[src/rtl/pdss_pkg.sv]
// Shared types, constants and helpers for the saturating pixel divider.
`timescale 1ns / 1ps
`default_nettype none
package pdss_pkg;

  localparam int SCALE_FRAC_BITS = 16;
  localparam int QB = 33;  // quotient bits worked out by the cell row

  localparam logic [2:0] PT_U8  = 3'd0;
  localparam logic [2:0] PT_S8  = 3'd1;
  localparam logic [2:0] PT_U16 = 3'd2;
  localparam logic [2:0] PT_S16 = 3'd3;
  localparam logic [2:0] PT_S32 = 3'd4;

  localparam logic REG_PIXEL_TYPE   = 1'b0;
  localparam logic REG_SCALE_FACTOR = 1'b1;

  localparam logic [31:0] SCALE_RESET = 32'd65536;

  typedef struct packed {
    logic        vld;
    logic [31:0] rem;
    logic [QB-1:0] low;
    logic [QB-1:0] quo;
    logic [31:0] den;
    logic        neg;
    logic        dz;
    logic        azero;
    logic        ovf;
    logic [2:0]  ptype;
  } cell_t;

  function automatic logic [32:0] type_hi(input logic [2:0] t);
    case (t)
      PT_U8:   type_hi = 33'd255;
      PT_S8:   type_hi = 33'd127;
      PT_U16:  type_hi = 33'd65535;
      PT_S16:  type_hi = 33'd32767;
      default: type_hi = 33'h07FFFFFFF;
    endcase
  endfunction

  function automatic logic [32:0] type_lo_mag(input logic [2:0] t);
    case (t)
      PT_U8:   type_lo_mag = 33'd0;
      PT_S8:   type_lo_mag = 33'd128;
      PT_U16:  type_lo_mag = 33'd0;
      PT_S16:  type_lo_mag = 33'd32768;
      default: type_lo_mag = 33'h080000000;
    endcase
  endfunction

endpackage
`default_nettype wire

[src/rtl/pdss_cell.sv]
// One restoring-division cell: brings down one numerator bit, yields one quotient bit.
`timescale 1ns / 1ps
`default_nettype none
module pdss_cell (
  input  wire logic           clk,
  input  wire logic           rst,
  input  wire logic           en,
  input  pdss_pkg::cell_t     din,
  output pdss_pkg::cell_t     dout
);

  logic [32:0] trial;
  logic [32:0] diff;
  logic        take;
  pdss_pkg::cell_t nxt;

  always_comb begin
    trial = {din.rem, din.low[pdss_pkg::QB-1]};
    diff  = trial - {1'b0, din.den};
    take  = (trial >= {1'b0, din.den});
    nxt = din;
    nxt.rem = take ? diff[31:0] : trial[31:0];
    nxt.low = {din.low[pdss_pkg::QB-2:0], 1'b0};
    nxt.quo = {din.quo[pdss_pkg::QB-2:0], take};
  end

  always_ff @(posedge clk) begin
    if (en) begin
      dout <= nxt;
    end
    if (rst) begin
      dout.vld <= 1'b0;
    end
  end

endmodule
`default_nettype wire

[config.mk]
export PLATFORM = sky130hd
export DESIGN_NAME = pdss_cell
export DESIGN_NICKNAME = d
export VERILOG_FILES = /design/src/rtl/pdss_pkg.sv /design/src/rtl/pdss_cell.sv
export SDC_FILE = /design/constraint.sdc
export NUM_CORES = 1
export LEC_CHECK = 0
export ABC_CLOCK_PERIOD_IN_PS = 7760
export BUFFER_PORTS_ARGS = -buffer_cell sky130_fd_sc_hd__clkbuf_2
export CAP_MARGIN = 20
export CORE_ASPECT_RATIO = 0.6
export CORE_MARGIN = 2
export CORE_UTILIZATION = 51
export CTS_BUF_LIST = sky130_fd_sc_hd__clkbuf_16
export DETAILED_ROUTE_END_ITERATION = 7
export PLACE_DENSITY_LB_ADDON = 0.08
export SETUP_SLACK_MARGIN = 0.5
export SKIP_LAST_GASP = 1
export SLEW_MARGIN = 15
export SYNTH_ARGS = -nofsm -noshare
export SYNTH_HDL_FRONTEND = slang
export SYNTH_SLANG_ARGS = --single-unit
[constraint.sdc]
create_clock -name clk -period 7.76 [get_ports clk]
set_input_delay 1.94 -clock clk [delete_from_list [all_inputs] [get_ports clk]]
set_output_delay 1.94 -clock clk [all_outputs]
set_load 0.1 [all_outputs]
==> run_results.csv <==
group,metric,value,unit
cells_and_area,top_register,"dout",
floorplanning,core-area,0.01210,mm2
cts,h-tree-depth,4,
synthesis,synth_nets,658,
sta,slew_violations,0,
placement,dp_hpwl,12700,um
drt,drc,0,
sta,worstMarginPinSlew,1.021,ns
global_route,grt_pass1_wl,25220,um
floorplanning,die_x,147.9,um
critical_path,timing.rr.start,"dout[137]$_SDFFE_PP0P_",
drt,postRouteAntennaNets,0,
sta,tns,0,ns
critical_path,start_kind,"input port",
synthesis,yosysMostFrequentCell,"edfxtp_1",
drt,vias_per_cell,5.200,
sta,setup_viol,0,
cells_and_area,largest_register_ffs,137,
sta,period_share,0.6491,
sta,grt_setup_unrepaired,"no",
cells_and_area,drive_above_1_share,0.4131,
global_route,overflow,0,
flow_run,drv_cap,0,
critical_path,crit_start,"din[25]",
cts,cts_made_buffers,17,
sta,fin_worst_skew,0,ns
synthesis,synth_edf_count,136,
cts,cts_max_path_buffers,2,
cts,cts_tree,"done",
synthesis,netlist.area_leader.share,0.6445,
cells_and_area,diodes,0,
synthesis,syn_area_per_cell,13.09,um2
synthesis,synth_cell_types,49,
drt,dr_total_vias,4898,
global_route,grt_pass1_vias,4784,
worst_hold_path,holdCritPathClass,"flip-flop to flip-flop",
cts,cts_root_buffer,"clkbuf_16",
synthesis,yosysSeqAreaShare,0.6477,
drt,wire_per_inst,17.46,um
sta,slew_headroom,0.3193,
floorplanning,die-area,0.01336,mm2
cts,clock-sinks,137,
floorplanning,die_h,90.34,um
power,leakagePower,3.852,nW
status,status,"finished clean",
global_route,antenna_found_initial,0,
sta,whs,0.5028,ns
synthesis,synth_top_cells_by_area,"edfxtp_1, ha_1, a21oi_1",
floorplanning,start_util,0.5236,
drt,drt_iter0_drc,315,
worst_hold_path,min_from,"dout[137]$_SDFFE_PP0P_",
critical_path,critPathMaxFanout,14,
cells_and_area,reg.largest.list,"dout: 137 flops",
sta,fin_crit,5.037,ns
synthesis,synth_area,0.006336,mm2
critical_path,cp.arrival,5.20,ns
placement,place_congestion,0.8881,
critical_path,reg2reg_slack,7.17,ns
cts,post_cts_resized,0,
synthesis,synth_commonest_cells,"edfxtp_1, a21oi_1, inv_1",
cts,post_cts_buffers,0,
global_route,grt_usage,0.2458,
synthesis,synth-seq-cells,137,
synthesis,yosysWarnings,0,
synthesis,ys.flop_type,"edfxtp_1",
power,p_per_area,304.5,mW/mm2
sta,fmax,198.5,MHz
synthesis,synth_cells,484,
floorplanning,num_rows,31,
power,ir_drop,0.1749,mV
cells_and_area,area_delta_synth_final,33.47,%
synthesis,yosysTopAreaCell,"edfxtp_1",
drt,routed_wl,16450,um
drt,firstDrtPassIters,5,
placement,place.port_buffers,276,
cts,clk_pin_slew,0.06,ns
critical_path,endpoint_kind,"flip-flop",
cells_and_area,layout.nets,938,
sta,hold_viol,0,
cts,clk_latency,0.40,ns
critical_path,critical_path_class,"input port to flip-flop",
floorplanning,ios,279,
cts,cts_hold_buf,0,
synthesis,async_flop_share,0,
critical_path,critPathRequiredTime,7.92,ns
global_route,grt_max_degree,84,
==> logic make-up after synthesis <==
group / count (synthesis) / share of synthesized area
mux: 13 / 0.02251
buf+inv: 56 / 0.03732
xor+xnor: 27 / 0.03732
fa+ha+maj: 33 / 0.06635
other cells: 1 / 0.0005918
compound gates: 118 / 0.1161
flops: 137 / 0.6477
simple gates: 99 / 0.07208
==> path summary, 6_finish.rpt <==
check                                end  cells past startpoint
hold reg to reg   dout[137]$_SDFFE_PP0P_                      2
hold / removal    dout[137]$_SDFFE_PP0P_                      2
setup reg to reg  dout[137]$_SDFFE_PP0P_                      2
setup / recovery     dout[113]$_DFFE_PP_                     12
==> power by group <==
group          internal [mW]  switching (mW)  leakage, nW  total (mW)
clock network          0.480           0.324        0.289       0.805
logic                  0.153           0.697         2.22       0.850
registers              0.902          0.0188         1.34       0.921
==> layout by cell type (no fill, tap or decap), types with 3 or more instances in the layout <==
| cell type | synthesis | layout |
|---|---|---|
| a211oi_1 | 3 | 3 |
| a21o_1 | 12 | 12 |
| a21oi_1 | 54 | 54 |
| a31oi_1 | 5 | 5 |
| clkbuf_16 | 0 | 17 |
| clkbuf_2 | 1 | 275 |
| edfxtp_1 | 136 | 136 |
| ha_1 | 32 | 32 |
| inv_1 | 38 | 39 |
| inv_6 | 0 | 6 |
| mux2_1 | 4 | 4 |
| mux2_2 | 6 | 6 |
| mux2i_1 | 3 | 3 |
| nand2_1 | 27 | 27 |
| nand2b_1 | 4 | 4 |
| nand3_1 | 8 | 8 |
| nand4_1 | 7 | 7 |
| nor2_1 | 37 | 37 |
| nor4_1 | 4 | 4 |
| o211ai_1 | 4 | 4 |
| o21a_1 | 6 | 6 |
| o21ai_0 | 16 | 16 |
| o21bai_1 | 3 | 3 |
| xnor2_1 | 16 | 16 |
| xor2_1 | 11 | 11 |
==> stage by stage <==
stage	instance area, um2	power [mW]	util	instances	worst slack, ns
after floorplan	6336	1.622	-	484	3.045
after global placement	7851	1.772	0.6488	909	2.023
after detailed placement	7866	1.784	0.6500	910	2.324
after CTS	8457	2.592	0.6988	942	2.769
after global routing	8457	2.662	0.6988	942	2.584
final	8457	2.575	0.6988	942	2.723
==> worst max-delay path, cell delays in order <==
cell      delay (ns)
clkbuf_2        0.13
inv_1           0.06
ha_1            0.40
nand4_1         0.20
or4_1           0.51
a21oi_1         0.13
nor3_1          0.09
a211oi_2        0.25
o21ai_2         0.18
o31ai_4         0.72
buf_8           0.23
mux2_2          0.35
==> layout make-up <==
cell class,instances,area [um2]
sequential,137,4104
fill,919,3645
inverter,38,142.6
timing repair buffer,279,1418
clock inverter,15,165.2
tap,165,206.4
clock buffer,17,425.4
multi-input combinational,291,1996
==> per-layer routing <==
| metal | GRT usage | vias to the layer above | wire length, um |
|---|---|---|---|
| met2 | 0.3880 | 216 | 7637 |
| met4 | 0.07857 | 0 | 286 |
| li1 | - | 2360 | - |
| met1 | 0.3295 | 2292 | 7165 |
| met5 | 0 | - | 0 |
| met3 | 0.07424 | 30 | 1362 |
Power figures use the tool's default switching activity.
